$ cat config.mk
export PLATFORM = sky130hd
export DESIGN_NAME = bqlp_mulrnd
export DESIGN_NICKNAME = d
export VERILOG_FILES = /design/src/sv/bqlp_pkg.sv /design/src/sv/bqlp_mulrnd.sv
export SDC_FILE = /design/constraint.sdc
export NUM_CORES = 2
export LEC_CHECK = 0
export BUFFER_PORTS_ARGS = -buffer_cell sky130_fd_sc_hd__buf_2
export CAP_MARGIN = 20
export CORE_MARGIN = 5
export CORE_UTILIZATION = 60
export CTS_CLUSTER_DIAMETER = 50
export DETAILED_ROUTE_END_ITERATION = 12
export PLACE_DENSITY_LB_ADDON = 0.2
export SETUP_SLACK_MARGIN = 0.2
export SLEW_MARGIN = 30
export SYNTH_ARGS = -nofsm -noshare
export SYNTH_HDL_FRONTEND = slang
export SYNTH_SLANG_ARGS = --single-unit
$ cat constraint.sdc
create_clock -name clk -period 10.99 [get_ports clk]
set_clock_uncertainty 0.2 [all_clocks]
set_input_delay 0.5495 -clock clk [delete_from_list [all_inputs] [get_ports clk]]
set_output_delay 0.5495 -clock clk [all_outputs]
set_load 0.1 [all_outputs]
$ cat src/sv/bqlp_pkg.sv
// ----------------------------------------------------------------------------
// bqlp_pkg
// Shared widths, defaults and register indexes of the biquad low-pass filter.
// ----------------------------------------------------------------------------
package bqlp_pkg;

  // Fixed formats: delays are signed Q24.16 in 40 bits, coefficients 32 bits.
  localparam int DELAY_W    = 40;
  localparam int COEF_W     = 32;
  localparam int MUL_W      = 32;
  localparam int CFG_IDX_W  = 2;
  localparam int CFG_DATA_W = 32;

  localparam int SAMPLE_WIDTH_DEF    = 16;
  localparam int COEF_FRAC_BITS_DEF  = 30;
  localparam int STATE_FRAC_BITS_DEF = 16;

  localparam logic [CFG_IDX_W-1:0] REG_ENABLE  = 2'd0;
  localparam logic [CFG_IDX_W-1:0] REG_COEF_B0 = 2'd1;
  localparam logic [CFG_IDX_W-1:0] REG_COEF_A1 = 2'd2;
  localparam logic [CFG_IDX_W-1:0] REG_COEF_A2 = 2'd3;

endpackage

$ cat src/sv/bqlp_mulrnd.sv
// ----------------------------------------------------------------------------
// bqlp_mulrnd
// Shared multiply unit: signed x times signed c, shifted right by one of two
// amounts, rounded to nearest with ties away from zero. The low and high parts
// of |x| are each multiplied by |c| in turn, and done rises with the result.
// ----------------------------------------------------------------------------
module bqlp_mulrnd
  import bqlp_pkg::*;
#(
  parameter int X_W         = DELAY_W + 2,
  parameter int SHORT_SHIFT = COEF_FRAC_BITS_DEF,
  parameter int LONG_SHIFT  = COEF_FRAC_BITS_DEF + STATE_FRAC_BITS_DEF,
  parameter int RES_W       = X_W + COEF_W - COEF_FRAC_BITS_DEF + 1
) (
  input  logic                    clk,
  input  logic                    rst,
  input  logic                    start,
  input  logic                    long_shift,
  input  logic signed [X_W-1:0]   x,
  input  logic signed [COEF_W-1:0] c,
  output logic                    done,
  output logic signed [RES_W-1:0] res
);

  localparam int HI_W   = X_W - MUL_W;
  localparam int PROD_W = MUL_W + COEF_W;
  localparam int PW     = X_W + COEF_W;
  localparam int MAG_W  = RES_W - 1;

  localparam logic [PW-1:0] ONE_P  = {{(PW-1){1'b0}}, 1'b1};
  localparam logic [PW-1:0] HALF_S = ONE_P << (SHORT_SHIFT - 1);
  localparam logic [PW-1:0] HALF_L = ONE_P << (LONG_SHIFT - 1);

  localparam logic [2:0] P_IDLE = 3'd0;
  localparam logic [2:0] P_LO   = 3'd1;
  localparam logic [2:0] P_HI   = 3'd2;
  localparam logic [2:0] P_ADD  = 3'd3;
  localparam logic [2:0] P_SIGN = 3'd4;

  logic [2:0]        phase;
  logic [X_W-1:0]    xm;
  logic [COEF_W-1:0] cm;
  logic              neg;
  logic              long_sel;
  logic [PROD_W-1:0] prod;
  logic [PW-1:0]     acc;
  logic [MAG_W-1:0]  mag;
  logic [PROD_W-1:0] p_lo;
  logic [PROD_W-1:0] p_hi;
  logic [PW-1:0]     total;

  assign p_lo  = xm[MUL_W-1:0] * cm;
  assign p_hi  = {{(MUL_W-HI_W){1'b0}}, xm[X_W-1:MUL_W]} * cm;
  assign total = acc + (PW'(prod) << MUL_W);

  always_ff @(posedge clk) begin
    if (rst) begin
      phase <= P_IDLE;
      done  <= 1'b0;
    end else begin
      done <= (phase == P_SIGN);
      case (phase)
        P_IDLE: if (start) phase <= P_LO;
        P_LO:   phase <= P_HI;
        P_HI:   phase <= P_ADD;
        P_ADD:  phase <= P_SIGN;
        default: phase <= P_IDLE;
      endcase
    end
  end

  always_ff @(posedge clk) begin
    case (phase)
      P_IDLE: begin
        if (start) begin
          xm       <= x[X_W-1] ? $unsigned(-x) : $unsigned(x);
          cm       <= c[COEF_W-1] ? $unsigned(-c) : $unsigned(c);
          neg      <= x[X_W-1] ^ c[COEF_W-1];
          long_sel <= long_shift;
        end
      end
      P_LO: prod <= p_lo;
      P_HI: begin
        acc  <= PW'(prod) + (long_sel ? HALF_L : HALF_S);
        prod <= p_hi;
      end
      P_ADD: mag <= long_sel ? MAG_W'(total >> LONG_SHIFT) : MAG_W'(total >> SHORT_SHIFT);
      P_SIGN: res <= neg ? -$signed({1'b0, mag}) : $signed({1'b0, mag});
      default: ;
    endcase
  end

endmodule

Word level (Yosys, flattened, before mapping):

Index checks and enable logic that the tools add are counted.

* flip-flop bits (word level): 307
* input port bits: 78
* output and inout bits: 46
* logic and storage cells: 38

* $add $sub $neg: 5
* $mul: 2
* equal/unequal tests: 5
* mux-type cells: 8
* bitwise gates (word level): 1
* reductions and logical operators: 3

Operators by type and width (count)
* $pmux W64 S2: 1
* $add A74 B74 Y74: 1
* $add A64 B46 Y65: 1
* $mul A32 B32 Y64: 1
* $mux W46: 1
* $neg A44 Y45: 1
* $mux W44: 1
* $mul A10 B32 Y42: 1
* $neg A42 Y42: 1
* $mux W41: 1
* $neg A32 Y32: 1
* $mux W31: 1
* $mux W28: 1
* $pmux W3 S4: 1
* $eq A3 B2 Y1 const B: 2
* $eq A3 B1 Y1 const B: 1
* $eq A3 B3 Y1 const B: 1
* $logic_not A3 Y1: 1
* $mux W3: 1
* $ne A2 B2 Y1 const B: 1
* $reduce_and A2 Y1: 1
* $reduce_bool A2 Y1: 1
* $xor A1 B1 Y1: 1

Depth between registers and ports, before layout:

* depth after elaboration: 2
* gate-level depth with buffers: 28
* mapped depth without buffers: 26

Least setup slack after synthesis:

OpenSTA, ideal clock, no wires.

* kind: input to register
* start: input port start
* end: register cm[0], enable pin
* arrival: 8.232 ns
* required time: 10.066 ns
* path slack: 1.834 ns
* cell stages on the path: 1
* cell sequence: nor4b_1

* longest elaborated chain between the ends: 1

RTL lines
* from (decl): line bqlp_mulrnd.sv:17 `input logic start,`
* $reduce_and A2 Y1 (no line)
* to (signal assigned): line bqlp_mulrnd.sv:77 `cm <= c[COEF_W-1] ? $unsigned(-c) : $unsigned(c);`
* to (decl): line bqlp_mulrnd.sv:42 `logic [COEF_W-1:0] cm;`

Every way passes these cells.
A chain may end at the register's enable or synchronous reset.

Final worst setup path:

* start: register xm[27]
* end: register prod[62], data pin

* longest elaborated chain between the ends: 2

RTL lines
* from (decl): line bqlp_mulrnd.sv:41 `logic [X_W-1:0] xm;`
* from (signal assigned): line bqlp_mulrnd.sv:76 `xm <= x[X_W-1] ? $unsigned(-x) : $unsigned(x);`
* $mul A32 B32 Y64: line bqlp_mulrnd.sv:52 `assign p_lo = xm[MUL_W-1:0] * cm;`
* $pmux W64 S2: line bqlp_mulrnd.sv:73 `case (phase)`
* to (signal assigned): line bqlp_mulrnd.sv:82 `P_LO: prod <= p_lo;`
* to (signal assigned): line bqlp_mulrnd.sv:85 `prod <= p_hi;`
* to (decl): line bqlp_mulrnd.sv:45 `logic [PROD_W-1:0] prod;`

Every way passes these cells.

==> flow_summary.json <==
{
  "status": "complete, no violations",
  "grt_pass1_vias": 44440,
  "vias": 41790,
  "fin_crit_ns": 9.089,
  "grt_pass1_wl_mm": 246.7,
  "area_growth_pct": 5.884,
  "viasPerCell": 5.785,
  "postSynthAreaPerCell_um2": 9.471,
  "clk_pin_slew_ns": 0.06,
  "core_um2": 93470,
  "die_h_um": 317.3,
  "synth_edf_count": 264,
  "io_pins": 124,
  "cts_resized": 0,
  "num_rows": 112,
  "n_antenna_cell": 0,
  "synth_seq_area_share": 0.1413,
  "grt-ovfl-total": 0,
  "root_buffer": "clkbuf_16",
  "tns_ns": 0,
  "holdBufCountCts": 5,
  "worstPathRequired_ns": 11.12,
  "drt_iter0_drc": 3148,
  "avgRoutedWirePerCell_um": 21.54,
  "yosys_warnings": 0,
  "r2r_setup_slack_ns": 1.90,
  "rsz0062_at_grt": "no",
  "antenna_found_initial": 2,
  "critPathCaptureType": "flip-flop",
  "cts_post_setup_buffers_inserted": 0,
  "cts_sinks": 268,
  "dieArea_um2": 100700,
  "worstMarginPinSlew_ns": 1.007,
  "grt_usage": 0.3176,
  "cap_violations": 0,
  "timing.rr.end": "prod[62]$_SDFFCE_PP0P_",
  "relSlewSlack": 0.3286,
  "min-delay-path-class": "in2reg",
  "numCtsBuffers": 45,
  "gp_congestion": 0.9542,
  "ys.flop_type": "edfxtp_1",
  "timing.rr.start": "xm[27]$_DFFE_PP_",
  "yosys.cell_types.count": 74,
  "slew_viol_final": 0,
  "wl_mm": 155.6,
  "syn_inst": 5984,
  "cts_buffer_depth": 3,
  "critPathCapture": "prod[62]$_SDFFCE_PP0P_",
  "dp_hpwl_mm": 121.2,
  "seqCellArea_um2": 8008,
  "multi_input_area_um2": 43390,
  "grt_max_degree": 71,
  "nFillCells": 7730,
  "synth_nets": 7575,
  "setup_viol": 0,
  "crit_path_max_fanout": 19,
  "crit_start": "xm[27]$_DFFE_PP_",
  "fin_crit_sh": 0.8270,
  "cts_tree": "built",
  "io_buffers": 123,
  "drive_gt1_frac": 0.05729,
  "die_w_um": 317.3,
  "crit_arrival_ns": 9.22,
  "crit_type": "reg2reg",
  "clock.fmax_mhz": 110.0,
  "hold_viol_final": 0,
  "ant_nets": 0,
  "nNetsFinal": 7524,
  "worstSkewPairLatency_ns": 0.62,
  "cp-start-kind": "flip-flop",
  "synthArstFlopShare": 0,
  "cts-htree-levels": 2,
  "syn_area_um2": 56670,
  "first_pass_iters": 8,
  "worst-r2r-cell-count": 24,
  "ys_ff_latch": 268,
  "drc": 0,
  "start_util": 0.6063
}
## per-stage QoR
stage               setup WS, ns  hold WS, ns  std cells  instance area [µm²]    util
finish                     1.901      0.03872       7224                60010  0.6420
global route               1.580      0.03950       7224                60010  0.6420
global placement           1.947       0.3451       7131                58380  0.6245
floorplan                  1.834       0.2500       5984                56670       -
CTS                        1.837     0.006302       7222                59970  0.6416
detailed placement         1.858       0.3342       7133                58410  0.6249
## worst min-delay path by stage
stage,cells past startpoint,end,from,slack (ns)
6_report,2,xm[4]$_DFFE_PP_,x[4],0.04
5_1_grt,2,xm[10]$_DFFE_PP_,x[10],0.04
4_1_cts,2,xm[4]$_DFFE_PP_,x[4],0.006
3_5_place_dp,1,mag[0]$_DFFE_PP_,acc[30]$_DFFE_PP_,0.33
3_3_place_gp,1,mag[0]$_DFFE_PP_,acc[30]$_DFFE_PP_,0.35
2_1_floorplan,0,res[0]$_DFFE_PP_,mag[0]$_DFFE_PP_,0.25
## cells in the mapped netlist, drive strengths merged, types with 4 or more instances
library cell	n	area share
inv	1089	0.072
a211o	9	0.0014
nand2	789	0.052
o211ai	6	0.00079
ha	378	0.083
and2	745	0.082
fa	1135	0.40
a41oi	4	0.00062
and4	5	0.00077
nor2b	19	0.0021
o41ai	15	0.0025
a31oi	13	0.0014
nor3	33	0.0030
buf	5	0.00035
nor4	11	0.0013
nand4	25	0.0028
xnor2	191	0.030
a21oi	171	0.015
o21a	16	0.0021
and3	25	0.0028
dfxtp	4	0.0014
mux2	7	0.0014
nor2	147	0.0097
mux2i	9	0.0016
edfxtp	264	0.14
or4	15	0.0022
a211oi	19	0.0025
xor2	83	0.013
clkbuf	321	0.021
a31o	5	0.00077
o21bai	23	0.0030
a21boi	6	0.00079
a21o	72	0.0095
or3	27	0.0032
or2	9	0.00099
nand2b	20	0.0023
nand3	51	0.0045
o31ai	40	0.0056
o21ai	132	0.012
## kinds of logic (layout without fill, tap and decap cells)
family,after synthesis,count (layout),synth area share
AOI/OAI and AO/OA,563,563,0.06294
xor gates and xnor gates,274,274,0.04234
adders and majority gates,1513,1513,0.4844
buffers and inverters,1415,1401,0.09374
DFF,268,268,0.1413
muxes,16,16,0.002981
and+or+nand+nor,1935,1935,0.1723
## cell type report
type,count,share of cell area
Inverter,1089,0.06812
Timing Repair Buffer,228,0.02408
Tap cell,1254,0.02615
Sequential cell,268,0.1334
Clock inverter,35,0.006193
Multi-Input combinational cell,4301,0.7230
Clock buffer,49,0.01902
## sequential cells by signal, indices dropped and copies added (netlist names)
| name | flops |
|---|---|
| cm | 32 |
| acc | 35 |
| done | 1 |
| neg | 1 |
| mag | 44 |
| phase | 3 |
| xm | 42 |
| res | 45 |
| long_sel | 1 |
| prod | 64 |
## layer usage
| metal | vias up | track usage | routed length, µm |
|---|---|---|---|
| met1 | 21240 | 0.4144 | 59630 |
| met2 | 1865 | 0.5259 | 74660 |
| li1 | 18230 | - | - |
| met3 | 456 | 0.05702 | 13020 |
| met4 | 0 | 0.1394 | 8279 |
| met5 | - | 0 | 0 |
## worst max-delay path, stage by stage, from the launching register on
cell	delay (ns)
edfxtp_1	1.00
buf_4	0.40
and2_1	0.19
fa_1	0.39
inv_1	0.08
fa_1	0.42
fa_1	0.52
fa_1	0.55
inv_1	0.05
fa_1	0.48
fa_1	0.57
fa_1	0.44
fa_1	0.45
ha_1	0.41
nand2_1	0.22
o22ai_1	0.12
a21oi_1	0.15
o211a_1	0.16
a21boi_0	0.72
o41ai_1	0.19
buf_4	0.20
a211oi_1	0.39
o21a_1	0.23
mux2i_1	0.19
nor3_1	0.06
## placed cells by master, fill, tap and decap left out, drive strengths merged, types with 11 or more instances in the layout
| master | instances |
|---|---|
| xnor2 | 191 |
| nand2 | 789 |
| o21bai | 23 |
| a31oi | 13 |
| nor3 | 33 |
| nand3 | 51 |
| buf | 223 |
| and2 | 745 |
| edfxtp | 264 |
| or3 | 27 |
| nor4 | 11 |
| nor2 | 147 |
| xor2 | 83 |
| nand2b | 20 |
| and3 | 25 |
| inv | 1097 |
| clkbuf | 49 |
| ha | 378 |
| o31ai | 40 |
| o21a | 16 |
| a211oi | 19 |
| a21oi | 171 |
| nand4 | 25 |
| or4 | 15 |
| clkinv | 21 |
| o41ai | 15 |
| fa | 1135 |
| nor2b | 19 |
| a21o | 72 |
| o21ai | 132 |
Power is left out: the tool's default activity adds up to more than one toggle a clock period on the data nets, which glitch-free logic cannot reach.
