**config.mk**
```make
export PLATFORM = sky130hd
export DESIGN_NAME = bqlp_div
export DESIGN_NICKNAME = d
export VERILOG_FILES = /design/src/sv/bqlp_pkg.sv /design/src/sv/bqlp_div.sv
export SDC_FILE = /design/constraint.sdc
export NUM_CORES = 1
export LEC_CHECK = 0
export BUFFER_PORTS_ARGS = -buffer_cell sky130_fd_sc_hd__buf_2
export CORE_MARGIN = 4
export CORE_UTILIZATION = 35
export CTS_BUF_LIST = sky130_fd_sc_hd__clkbuf_4 sky130_fd_sc_hd__clkbuf_8
export CTS_CLUSTER_SIZE = 12
export DETAILED_ROUTE_END_ITERATION = 16
export GPL_TIMING_DRIVEN = 0
export HOLD_SLACK_MARGIN = 0.05
export PLACE_DENSITY = 0.55
export SLEW_MARGIN = 20
export SYNTH_ARGS = -nofsm -noshare
export SYNTH_HDL_FRONTEND = slang
export SYNTH_SLANG_ARGS = --single-unit
```
**constraint.sdc**
```tcl
create_clock -name clk -period 12 [get_ports clk]
set_clock_uncertainty 0.2 [all_clocks]
set_input_delay 0 -clock clk [delete_from_list [all_inputs] [get_ports clk]]
set_output_delay 0 -clock clk [all_outputs]
set_load 0.03 [all_outputs]
```
**src/sv/bqlp_pkg.sv**
```systemverilog
// ----------------------------------------------------------------------------
// bqlp_pkg
// Shared widths, defaults and register indexes of the biquad low-pass filter.
// ----------------------------------------------------------------------------
package bqlp_pkg;

  // Fixed formats: delays are signed Q24.16 in 40 bits, coefficients 32 bits.
  localparam int DELAY_W    = 40;
  localparam int COEF_W     = 32;
  localparam int MUL_W      = 32;
  localparam int CFG_IDX_W  = 2;
  localparam int CFG_DATA_W = 32;

  localparam int SAMPLE_WIDTH_DEF    = 16;
  localparam int COEF_FRAC_BITS_DEF  = 30;
  localparam int STATE_FRAC_BITS_DEF = 16;

  localparam logic [CFG_IDX_W-1:0] REG_ENABLE  = 2'd0;
  localparam logic [CFG_IDX_W-1:0] REG_COEF_B0 = 2'd1;
  localparam logic [CFG_IDX_W-1:0] REG_COEF_A1 = 2'd2;
  localparam logic [CFG_IDX_W-1:0] REG_COEF_A2 = 2'd3;

endpackage

```
**src/sv/bqlp_div.sv**
```systemverilog
// ----------------------------------------------------------------------------
// bqlp_div
// Restoring divider for the prime value: (|sample| << SHIFT) / |b0|, one
// quotient bit per cycle, then rounding and saturation to the delay range.
// ----------------------------------------------------------------------------
module bqlp_div
  import bqlp_pkg::*;
#(
  parameter int SAMPLE_WIDTH = SAMPLE_WIDTH_DEF,
  parameter int SHIFT        = STATE_FRAC_BITS_DEF + COEF_FRAC_BITS_DEF - 2
) (
  input  logic                           clk,
  input  logic                           rst,
  input  logic                           start,
  input  logic signed [SAMPLE_WIDTH-1:0] num_in,
  input  logic signed [COEF_W-1:0]       den_in,
  output logic                           done,
  output logic signed [DELAY_W-1:0]      q
);

  localparam int DW    = SAMPLE_WIDTH + SHIFT;
  localparam int CNT_W = $clog2(DW + 1);
  localparam int QR_W  = DELAY_W + 2;

  localparam logic [QR_W-1:0] LIM =
    {{(QR_W-DELAY_W){1'b0}}, 1'b1, {(DELAY_W-1){1'b0}}};
  localparam logic [QR_W-1:0] LIM_M1 = LIM - {{(QR_W-1){1'b0}}, 1'b1};
  localparam logic [DELAY_W-1:0] QMAX = {1'b0, {(DELAY_W-1){1'b1}}};
  localparam logic [DELAY_W-1:0] QMIN = {1'b1, {(DELAY_W-1){1'b0}}};

  localparam logic [1:0] D_IDLE  = 2'd0;
  localparam logic [1:0] D_RUN   = 2'd1;
  localparam logic [1:0] D_ROUND = 2'd2;
  localparam logic [1:0] D_SAT   = 2'd3;

  logic [1:0]              phase;
  logic [CNT_W-1:0]        cnt;
  logic [SAMPLE_WIDTH-1:0] num;
  logic [COEF_W-1:0]       den;
  logic                    neg;
  logic [COEF_W-1:0]       rem;
  logic [DELAY_W:0]        quo;
  logic                    big;
  logic [QR_W-1:0]         qr;
  logic [COEF_W:0]         rem_sh;
  logic                    fits;
  logic                    round_up;

  assign rem_sh   = {rem, num[SAMPLE_WIDTH-1]};
  assign fits     = rem_sh >= {1'b0, den};
  assign round_up = {rem, 1'b0} >= {1'b0, den};

  always_ff @(posedge clk) begin
    if (rst) begin
      phase <= D_IDLE;
      done  <= 1'b0;
    end else begin
      done <= (phase == D_SAT);
      case (phase)
        D_IDLE:  if (start) phase <= D_RUN;
        D_RUN:   if (cnt == CNT_W'(1)) phase <= D_ROUND;
        D_ROUND: phase <= D_SAT;
        default: phase <= D_IDLE;
      endcase
    end
  end

  always_ff @(posedge clk) begin
    case (phase)
      D_IDLE: begin
        if (start) begin
          num <= num_in[SAMPLE_WIDTH-1] ? $unsigned(-num_in) : $unsigned(num_in);
          den <= den_in[COEF_W-1] ? $unsigned(-den_in) : $unsigned(den_in);
          neg <= num_in[SAMPLE_WIDTH-1] ^ den_in[COEF_W-1];
          rem <= '0;
          quo <= '0;
          big <= 1'b0;
          cnt <= CNT_W'(DW);
        end
      end
      D_RUN: begin
        rem <= fits ? COEF_W'(rem_sh - {1'b0, den}) : rem_sh[COEF_W-1:0];
        num <= num << 1;
        // Quotient bits that fall off the top only matter as a saturation mark.
        quo <= {quo[DELAY_W-1:0], fits};
        big <= big | quo[DELAY_W];
        cnt <= cnt - CNT_W'(1);
      end
      D_ROUND: qr <= {1'b0, quo} + QR_W'(round_up);
      default: begin
        if (neg) begin
          q <= (big || qr > LIM) ? $signed(QMIN) : $signed(~qr[DELAY_W-1:0] + 1'b1);
        end else begin
          q <= (big || qr > LIM_M1) ? $signed(QMAX) : $signed(qr[DELAY_W-1:0]);
        end
      end
    endcase
  end

endmodule

```
Word-level counts from Yosys, hierarchy flattened
Index checks and enable logic that the tools add are counted.

Multiplexer cells: 19. Bitwise logic cells: 3. $lt $le $gt $ge: 4. Reductions and logical operators: 8. Eq/ne operators: 6. $add $sub $neg: 6.

Operators with widths (number): two-way mux 40 bit (3); one-hot mux 41 bit (2 select lines) (1); >= comparator 33 x 32 -> 1 bit (2); two-way mux 32 bit (2); one-hot mux 32 bit (2 select lines) (1); adder 41 x 1 -> 42 bit (1); greater-than comparator 42 x 39 -> 1 bit (second input constant) (1); greater-than comparator 42 x 40 -> 1 bit (second input constant) (1); two-way mux 41 bit (1); adder 40 x 1 -> 40 bit (second input constant) (1); NOT 40 bit (1); two-way mux 16 bit (2); negator 32 bit (1); one-hot mux 16 bit (2 select lines) (1); subtractor 32 bit (1); two-way mux 31 bit (1); negator 16 bit (1); one-hot mux 6 bit (2 select lines) (1); equality test 6 x 1 -> 1 bit (second input constant) (1); two-way mux 6 bit (1); one-hot mux 2 bit (3 select lines) (1); AND reduction 2 bit (3); subtractor 6 x 1 -> 6 bit (second input constant) (1); equality test 2 bit (second input constant) (2); 11 further kinds (14).

Output and inout bits: 41. Bits in registers: 214.

Longest topological paths before layout
Gate-level depths: netlist of run 1.

Word-level depth: 4. Gate-level depth with buffers: 19. Depth with buffers taken out: 17.

Worst setup path before layout of run 1
No wires, ideal clock.

Kind: register to register. Start point: register phase[1]. End point: register big (enable). Slack: 5696 ps. Data required time: 11229 ps. Stages on the path, launching flop included: 7. Arrival time: 5533 ps. Cell sequence: dfxtp_1 -> inv_1 -> ha_1 -> clkbuf_1 -> inv_1 -> clkbuf_1 -> o21bai_1.

Word-level cells in the longest chain between the ends: 3. Elaborated cells between the ends (all ways): 5. Classes of those cells: 2 x eq/ne; 3 x reduce/logical.

Ends and longest elaborated chain: start, declared (line bqlp_div.sv:36) `logic [1:0] phase;`; start signal, assigned (line bqlp_div.sv:55) `phase <= D_IDLE;`; start signal, assigned (line bqlp_div.sv:60) `D_IDLE: if (start) phase <= D_RUN;`; start signal, assigned (line bqlp_div.sv:61) `D_RUN: if (cnt == CNT_W'(1)) phase <= D_ROUND;`; equality test 2 x 1 -> 1 bit / zero test 2 bit (equally long branches) (line bqlp_div.sv:69) `case (phase)`; nonzero test 2 bit (no line) / inequality test 2 bit (equally long branches); AND reduction 2 bit (no line) *; end signal, assigned (line bqlp_div.sv:86) `big <= big | quo[DELAY_W];`; end, declared (line bqlp_div.sv:43) `logic big;`.

Mark *: on every way between the ends. The rest lies on a longest branch, timed or not. A chain may end at the register's enable or synchronous reset.

Final worst setup path of run 1
Start point: register rem[21]. End point: register qr[40], data pin.

Word-level cells in the longest chain between the ends: 2.

Ends and longest elaborated chain: start, declared (line bqlp_div.sv:41) `logic [COEF_W-1:0] rem;`; start signal, assigned (line bqlp_div.sv:82) `rem <= fits ? COEF_W'(rem_sh - {1'b0, den}) : rem_sh[COEF_W-1:0];`; >= comparator 33 x 32 -> 1 bit (line bqlp_div.sv:51) `assign round_up = {rem, 1'b0} >= {1'b0, den};`; adder 41 x 1 -> 42 bit (line bqlp_div.sv:89) `D_ROUND: qr <= {1'b0, quo} + QR_W'(round_up);`; end signal, assigned (line bqlp_div.sv:89); end, declared (line bqlp_div.sv:44) `logic [QR_W-1:0] qr;`.

No other way between the ends.

==> reports/results.txt, run 1 <==
Number of diodes: 0
Worst hold stages: 3
Number of global-route vias before repair: 9,622
Routability cong.: 0.9250
Clock latency at the later pin of the worst-skew pair: 540 ps
H-tree Lvls: 2
Share of cells above drive strength 1: 0.1329
Most common cell after layout, fill and taps aside: edfxtp_1
Min Hold Slack: 178.7 ps
Final Hold Vio Count: 0
Routed Antenna Nets: 0
Clock-pin slew on the worst setup and hold paths: 60 ps
Synth Cell Area: 0.01241 mm²
Post-DP HPWL: 21,500 µm
Syn nets: 1,274
M1 GR Usage: 0.1944
# setup viols final: 0
Number of max-cap violations: 0
Fin crit share: 0.4310
Reg2Reg Depth: 18
Total core area: 0.03471 mm²
Power Density: 240.2 mW/mm²
CTS tree: built
Tmin final: 5172 ps
Most frequent cells in the layout: edfxtp_1, nand2_1, buf_2
P_int: 2.241 mW
GRT overflow: 0
#FFs+latches synth: 214
DR iter-0 viols: 420
Least-Margin Pin Slew: 848.0 ps
Register area share after synthesis: 0.5156
Crit end category: flop
EDFF count, synth: 211
Max-slew headroom: 0.4300
CP Max Fanout: 9
Syn Area/Cell: 10.53 µm²
Grt met2 use: 0.2525
WP data required: 12,080 ps
Fmax: 193.3 MHz
Synth warn: 0
Area of the multi-input gates: 0.005578 mm²
IO Pins: 92
Switching share of power: 0.3918
Gate Count Post-Synth: 1,178
Final setup TNS: 0 ps
Outcome: finished, final reports clean
Synth async-reset ratio: 0
Critical path class: reg -> reg
Peak supply drop: 0.1022 mV
Flop pwr share: 0.381
Row count: 68
Largest net degree at the start of global routing: 35
GR peak layer: met2
First-pass GRT wire length: 47,850 µm
Arr. time, crit path: 5250 ps
Unrepaired setup endpoints after global routing: false
Die Width: 196.3 µm
Clock Power Share: 0.184
Wirelength, routed: 29,240 µm
Leakage: 5.698 nW
Deepest clock path buffer count: 3
Synth Flop Type: edfxtp_1
Vias per cell: 5.109
Distinct cells, synth: 63
NumNets Final: 1,506
Combinational power share: 0.434
Number of vias in the routed layout: 9,667
Area delta synth->final: 23.63%
Total GRT Usage: 0.1495
Slew Limit Fails: 0
Pre-Repair DR Iteration Count: 4
CTS resizes: 0
Kind of launch point of the worst setup path: flop
Switching Power: 1.443 mW
Fill count: 3,376
Die area: 0.03852 mm²
Port bufs: 91
Cts bufs inserted: 38
Clk sinks: 214
CTS root buf: clkbuf_8
Initial Util: 0.3574
Antenna violations before repair: 0
GRT met3 Usage: 0.02473
Die Ht: 196.3 µm
# DRC: 0
Worst Hold Class: in -> reg
Routed len/inst: 15.46 µm
Register Area: 0.006396 mm²
[stage by stage]
stage / cell area, µm² / std cells / utilization / total power, mW / setup slack [ps]
after floorplan: 12410 / 1178 / - / 2.508 / 5696
after global placement: 13430 / 1724 / 0.3869 / 2.929 / 2954
after detailed placement: 13650 / 1732 / 0.3933 / 2.976 / 6960
after CTS: 15340 / 1892 / 0.4418 / 3.714 / 6922
after global routing: 15340 / 1892 / 0.4418 / 3.969 / 6445
final: 15340 / 1892 / 0.4418 / 3.684 / 6828
[per-layer routing]
layer / wire [µm] / part of all wire
met5: 0 / 0
met4: 854 / 0.029
met3: 1398 / 0.048
met2: 13780 / 0.47
met1: 13210 / 0.45
[state kept, by name, summed over array words and instances, names as in the netlist]
signal,count
big,1
cnt,6
den,32
done,1
neg,1
num,16
phase,2
q,40
qr,42
quo,41
rem,32
[logic make-up (layout without fill, tap and decap cells)]
group / after synthesis / after routing / share of synthesized area
AO/OA/AOI/OAI: 247 / 247 / 0.1326
XOR/XNOR: 106 / 106 / 0.07484
adder cells (fa/ha/maj): 45 / 45 / 0.04599
flip-flops: 214 / 214 / 0.5156
AND/OR/NAND/NOR: 435 / 435 / 0.1797
multiplexers: 18 / 18 / 0.01452
buffers and inverters: 113 / 372 / 0.03671
[synthesized netlist by cell type, types with 7 or more instances]
library cell	number	share of area
ha_1	44	0.044
xnor2_1	67	0.047
or3_1	24	0.012
nor2_1	76	0.023
nand3_1	39	0.016
and3_1	17	0.0086
nand4_1	18	0.0091
o311ai_1	25	0.018
o21ai_0	81	0.033
xor2_1	39	0.028
a21oi_1	43	0.017
or4_1	8	0.0048
o31ai_1	15	0.0091
inv_1	63	0.019
mux2i_1	18	0.015
a211oi_1	8	0.0048
edfxtp_1	211	0.51
or2_2	7	0.0035
and2_1	43	0.022
clkbuf_1	35	0.011
nor2b_1	13	0.0066
nand2_1	116	0.035
nor4_1	13	0.0066
a21o_1	13	0.0079
a31oi_1	13	0.0066
nor3_1	28	0.011
nand2b_1	8	0.0040
[power groups by stage]
stage / registers, mW / clock network, mW / logic, mW
after floorplan: 1.41 / 0 / 1.10
final: 1.41 / 0.678 / 1.60
after CTS: 1.40 / 0.703 / 1.61
after global placement: 1.46 / 0 / 1.47
after global routing: 1.44 / 0.740 / 1.79
after detailed placement: 1.42 / 0 / 1.56
[critical path: stages, from the launching register on]
cell      delay (ps)
edfxtp_1         400
ha_1             300
clkbuf_1         320
nand4_1          170
nor4_1           530
nand2_1          100
nor4_1           290
a21oi_1          120
nand2_1          110
ha_1             240
ha_1             230
and3_1           160
clkbuf_1         240
and4_1           290
nor2b_1          360
nor2b_1          330
and2_1           240
nand4_1          130
xnor2_1          140
[path summary, 6_finish.rpt]
| kind | start | endpoint | slack [ps] |
|---|---|---|---|
| min reg2reg | num[0] | num[1] | 330 |
| min | den_in[17] | den[17] | 180 |
| max | rem[21] | qr[40] | 6830 |
| max reg2reg | rem[21] | qr[40] | 6830 |
[timing repair]
item                                   4_1_cts  5_1_grt
endpoints found under the hold margin       87        0
hold buffers                                93        0
buffers inserted                             0        0
[layout make-up]
| class | instances | area share |
|---|---|---|
| Buffer | 50 | 0.01428 |
| Clock buffer | 50 | 0.04038 |
| Clock inverter | 17 | 0.008811 |
| Inverter | 63 | 0.01542 |
| Multi-Input combinational cell | 851 | 0.3637 |
| Sequential cell | 214 | 0.4170 |
| Tap cell | 455 | 0.03712 |
| Timing Repair Buffer | 192 | 0.1033 |
Power figures use the tool's default switching activity.
==> run 2: changes to the inputs <==
Settings changed: PLACE_DENSITY 0.55 to 0.57.
Clock period 12 ns to 4.5 ns, I/O delays scaled along.
==> reports/results.txt, run 2 (same netlist as run 1, synthesis figures left out) <==
H-tree Lvls: 2 (unchanged)
Crit path from: den[28]
DR iter-0 viols: 450 (+7.1%)
Least-Margin Pin Slew: 871.5 ps (+23.54 ps)
Share of cells above drive strength 1: 0.1395 (+0.006619)
Register Area: 0.006396 mm² (unchanged)
Slew Limit Fails: 0 (unchanged)
# setup viols final: 0 (unchanged)
Final std cell area, no fill: 0.01523 mm² (-0.71%)
Pre-Repair DR Iteration Count: 5 (+1)
Cts bufs inserted: 37 (-2.6%)
Wirelength, routed: 28,970 µm (-0.92%)
Vias per cell: 5.174 (+1.3%)
Fmax: 236.0 MHz (+22%)
Post-DP HPWL: 21,310 µm (-0.87%)
Kind of launch point of the worst setup path: flop
Final core utilization: 0.4387 (-0.003136)
First-pass GRT wire length: 47,680 µm (-0.36%)
Most flop-heavy register: qr
# DRC: 0 (unchanged)
Deepest clock path buffer count: 3 (unchanged)
Hold path start: den_in[31]
Final Hold Vio Count: 0 (unchanged)
Fill count: 3,386 (+0.30%)
Min Hold Slack: 121.8 ps (-56.89 ps)
PnR worst setup slack: 262.7 ps (-6565 ps)
Total GRT Usage: 0.1483 (-0.001198)
Power Density: 634.8 mW/mm² (+160%)
Top delay family on crit path: simple AND/OR/NAND/NOR gates
Final cell count without fillers: 1,874 (-0.95%)
Placed Area: 0.01362 mm² (-0.26%)
Crit path largest cell delay: 370 ps (-160 ps)
Power, Total: 9.667 mW (+160%)
Routed Antenna Nets: 0 (unchanged)
IO Pins: 92 (unchanged)
NumNets Final: 1,493 (-0.86%)
Biggest regs: qr (42), quo (41), q (40)
Post-CTS Setup Bufs: 0 (unchanged)
Clock latency at the later pin of the worst-skew pair: 540 ps (about the same)
Switching Power: 3.838 mW (+170%)
Most used cell, CP: ha_1
Antenna violations before repair: 0 (unchanged)
Total core area: 0.03471 mm² (unchanged)
Pre-CTS setup slack: -489.8 ps (-7450 ps)
Max-slew headroom: 0.4190 (-0.01098)
CTS tree: built
Routability cong.: 0.8847 (-4.4%)
Combinational power share: 0.445 (+0.011)
Leakage: 5.614 nW (-1.5%)
P_int: 5.829 mW (+160%)
WP data required: 4590 ps (-7490 ps)
Routed len/inst: 15.46 µm (about the same)
Slowest cell on the critical path: a311o_1
Die area: 0.03852 mm² (unchanged)
Area delta synth->final: 22.75%
Cells traversed along the worst timing path: inv_1 -> ha_1 -> a21oi_1 -> o211ai_1 -> a221o_1 -> a311o_1 -> a21oi_1 -> nand2_1 -> ha_1 -> ha_1 -> and3_2 -> and4_1 -> nor2b_4 -> nor2b_2 -> and2_2 -> nand4_1 -> xnor2_1
Final setup TNS: 0 ps (unchanged)
Critical path class: reg -> reg
Clk sinks: 214 (unchanged)
CP Max Fanout: 6 (-3)
Grt met2 use: 0.2426 (-0.009838)
Die Ht: 196.3 µm (unchanged)
Number of max-cap violations: 0 (unchanged)
Arr. time, crit path: 4320 ps (-930 ps)
Number of global-route vias before repair: 9,437 (-1.9%)
GRT met3 Usage: 0.02542 (+0.0006869)
CTS root buf: clkbuf_8
Die Width: 196.3 µm (unchanged)
Crit end category: flop
Port bufs: 91 (unchanged)
R2r startpoint: den[28]
Clock-pin slew on the worst setup and hold paths: 60 ps (about the same)
Area of the multi-input gates: 0.005653 mm² (+1.3%)
Most common cell after layout, fill and taps aside: edfxtp_1
M1 GR Usage: 0.1986 (+0.004188)
Number of diodes: 0 (unchanged)
Buffers and inverters on the worst path: 1 (-1)
Initial Util: 0.3574 (unchanged)
Inst Count DP: 1,731 (-0.058%)
Fin crit share: 0.9416 (+0.5106)
Clock Power Share: 0.168 (-0.016)
Max reg flops: 42 (unchanged)
Unrepaired setup endpoints after global routing: false
Row count: 68 (unchanged)
Switching share of power: 0.3970 (+0.005270)
GR peak layer: met2
Tmin final: 4237 ps (-935.0 ps)
Number of vias in the routed layout: 9,696 (+0.30%)
GRT overflow: 0 (unchanged)
Most frequent cells in the layout: edfxtp_1, nand2_1, buf_2
Largest net degree at the start of global routing: 36 (+2.9%)
Flop pwr share: 0.388 (+0.007)
Outcome: finished, final reports clean
Worst Hold Class: in -> reg
Peak supply drop: 0.2385 mV (+130%)
## run 2: changes by cell type in the layout (fill, tap and decap cells not counted), moves of 3 or more
cell / previous run / this run
clkbuf_1: 35 / 26
ha_1: 42 / 36
ha_2: 2 / 7
clkinv_2: 6 / 3
o21ai_0: 81 / 78
o21ai_1: 2 / 5
## run 2: path summary, 6_finish.rpt
check / to / slack (ps) / cells past startpoint
worst max register to register: qr[40] / 260 / 17
worst min-delay path: den[22] / 120 / 5
worst max-delay path: qr[40] / 260 / 17
worst min register to register: num[3] / 330 / 2
## run 2: layout make-up
type / instances / share of cell area
sequential: 214 / 0.4200
multi-input combinational: 851 / 0.3712
timing repair buffer: 189 / 0.1004
clock buffer: 47 / 0.03878
tap: 455 / 0.03738
inverter: 63 / 0.01553
buffer: 41 / 0.01216
clock inverter: 14 / 0.004519
## run 2: routing by layer
metal / wire, µm / part of all wire
met5: 0 / 0
met4: 901 / 0.031
met3: 1491 / 0.051
met2: 13210 / 0.46
met1: 13370 / 0.46
## run 2: power groups by stage
stage / Clock [mW] / Combinational [mW] / Sequential (mW)
final: 1.62 / 4.30 / 3.75
after global routing: 1.79 / 4.81 / 3.84
after CTS: 1.70 / 4.25 / 3.74
after detailed placement: 0 / 4.12 / 3.77
after global placement: 0 / 3.92 / 3.83
after floorplan: 0 / 2.94 / 3.72
## run 2: worst reg2reg max path, stage by stage (launching register included)
cell and delay (ps):
edfxtp_1 360, inv_1 120, ha_1 330, a21oi_1 250
o211ai_1 160, a221o_1 280, a311o_1 370, a21oi_1 130
nand2_1 90, ha_1 240, ha_1 230, and3_2 250
and4_1 250, nor2b_4 160, nor2b_2 180, and2_2 220
nand4_1 110, xnor2_1 70
## run 2: repair_timing
item / CTS / global route
gates resized for setup: 9 / 13
hold endpoints to repair: 84 / 0
setup endpoints to repair: 7 / 10
hold buffers: 91 / 0
pin swaps: 0 / 0
==> run 3: changes to the inputs <==
Settings changed: PLACE_DENSITY 0.57 to not set.
==> reports/results.txt, run 3 (same netlist as run 1, synthesis figures left out) <==
Port bufs: 91 (unchanged)
Slowest cell on the critical path: a311o_1
Uppermost layer routed: met4
Critical path class: reg -> reg
Die Width: 196.3 µm (unchanged)
H-tree Lvls: 2 (unchanged)
Clock-pin slew on the worst setup and hold paths: 60 ps (about the same)
WL met1: 13,200 µm (-1.3%)
WP data required: 4560 ps (-30 ps)
Leakage: 5.665 nW (+0.90%)
Number of global-route vias before repair: 9,684 (+2.6%)
Reg2Reg Depth: 17 (unchanged)
Outcome: finished, final reports clean
Post-DP HPWL: 21,310 µm (about the same)
Initial Util: 0.3574 (unchanged)
Total core area: 0.03471 mm² (unchanged)
Final setup TNS: 0 ps (unchanged)
Tmin final: 4266 ps (+28.87 ps)
Clock latency at the later pin of the worst-skew pair: 520 ps (-20 ps)
IO Pins: 92 (unchanged)
Least-Margin Pin Slew: 907.2 ps (+35.75 ps)
# setup viols final: 0 (unchanged)
Fmax: 234.4 MHz (-0.68%)
Antenna violations before repair: 0 (unchanged)
Clk sinks: 214 (unchanged)
Most flop-heavy register: qr
Most common cell after layout, fill and taps aside: edfxtp_1
Slew Limit Fails: 0 (unchanged)
R2r startpoint: den[18]
Kind of launch point of the worst setup path: flop
Crit end category: flop
Reg-to-reg slack, setup: 230 ps (-30 ps)
Cts bufs inserted: 39 (+5.4%)
Largest net degree at the start of global routing: 36 (unchanged)
NumNets Final: 1,494 (+0.067%)
RR Endpoint: qr[40]
Met2 routed WL: 13,670 µm (+3.5%)
Met3 WL: 1554 µm (+4.2%)
Biggest regs: qr (42), quo (41), q (40)
Number of diodes: 0 (unchanged)
Crit path depth: 17 (unchanged)
Die area: 0.03852 mm² (unchanged)
Share of cells above drive strength 1: 0.1433 (+0.003724)
Deepest clock path buffer count: 3 (unchanged)
Cells traversed along the worst timing path: inv_1 -> ha_2 -> a21oi_1 -> o21ai_1 -> a221o_1 -> a311o_1 -> a21oi_1 -> nand2_1 -> ha_1 -> ha_1 -> and3_2 -> and4_1 -> nor2b_4 -> nor2b_2 -> and2_1 -> nand4_1 -> xnor2_1
# DRC: 0 (unchanged)
Final Hold Vio Count: 0 (unchanged)
Buffers and inverters on the worst path: 1 (unchanged)
Max-slew headroom: 0.3795 (-0.03948)
DR iter-0 viols: 448 (-0.44%)
Routed Antenna Nets: 0 (unchanged)
Row count: 68 (unchanged)
Placed Area: 0.01362 mm² (unchanged)
Inst Count DP: 1,731 (unchanged)
Total GRT Usage: 0.1499 (+0.001610)
Number of vias in the routed layout: 9,697 (+0.010%)
Peak supply drop: 0.2363 mV (-0.93%)
Top delay family on crit path: compound AO/OA/AOI/OAI gates
Crit path largest cell delay: 400 ps (+30 ps)
Final std cell area, no fill: 0.01532 mm² (+0.62%)
Fin crit share: 0.9480 (+0.006416)
GRT overflow: 0 (unchanged)
Die Ht: 196.3 µm (unchanged)
Area delta synth->final: 23.52%
First-pass GRT wire length: 48,210 µm (+1.1%)
Routability cong.: 0.9048 (+2.3%)
Post-CTS Setup Bufs: 0 (unchanged)
Unrepaired setup endpoints after global routing: false
Arr. time, crit path: 4330 ps (about the same)
CTS root buf: clkbuf_8
Most frequent cells in the layout: edfxtp_1, nand2_1, buf_2
Vias per cell: 5.161 (-0.26%)
CP Max Fanout: 9 (+3)
Pre-Repair DR Iteration Count: 5 (unchanged)
Routed len/inst: 15.58 µm (+0.77%)
Final cell count without fillers: 1,879 (+0.27%)
Min Hold Slack: 148.4 ps (+26.60 ps)
Max reg flops: 42 (unchanged)
Worst setup path endpoint: qr[40]
Power Density: 642.3 mW/mm² (+1.2%)
Wirelength, routed: 29,270 µm (+1.0%)
Crit path from: den[18]
Worst Hold Class: in -> reg
Number of max-cap violations: 0 (unchanged)
CTS tree: built
-- run 3: worst min-delay path by stage --
stage                         start       end  slack [ps]  cells after the start
after detailed placement        rst      done           1                      2
after floorplan                 rst      done        -130                      1
after CTS                 num_in[0]    num[0]         110                      4
final                     num_in[0]    num[0]         150                      4
after global routing      num_in[0]    num[0]         140                      4
after global placement          rst  phase[0]          -2                      2
-- run 3: cell type report --
type | count | area (µm²)
inverters | 63 | 236.5
fillers | 3310 | 19390
well taps | 455 | 569.3
repair buffers | 188 | 1519
clock buffers | 47 | 609.3
clock inverters | 20 | 113.9
multi-input cells | 851 | 5694
flip-flops and latches | 214 | 6396
plain buffers | 41 | 185.2
-- run 3: what timing repair did --
action                     4_1_cts  5_1_grt
setup endpoints to repair       15       10
resized for setup               13       13
hold buffers                    90        0
hold endpoints to repair        91        0
-- run 3: tightest hold or removal path: cells and delay by family --
family        cells  cell delay [ps]
buf+inv           3              660
simple gates      1               90
-- run 3: layer usage --
layer,GRT usage,up-vias
met5,0,-
met4,0.05405,0
met3,0.02628,62
met2,0.2470,266
met1,0.1990,4546
li1,-,4823
-- run 3: stage by stage --
step                      power (mW)  utilization  setup WS (ps)
final                          9.842       0.4414          233.8
after floorplan                6.656            -          249.5
after detailed placement       7.907       0.3923         -587.3
after global placement         7.741       0.3870          -1444
after CTS                      9.837       0.4397          30.09
after global routing           10.61       0.4414         0.6839
-- run 3: where the power goes --
part / total (mW) / internal (mW) / leakage (nW) / switching (mW)
Clock: 1.74 / 0.949 / 0.390 / 0.796
Sequential: 3.76 / 3.25 / 2.03 / 0.514
Combinational: 4.34 / 1.75 / 3.25 / 2.59
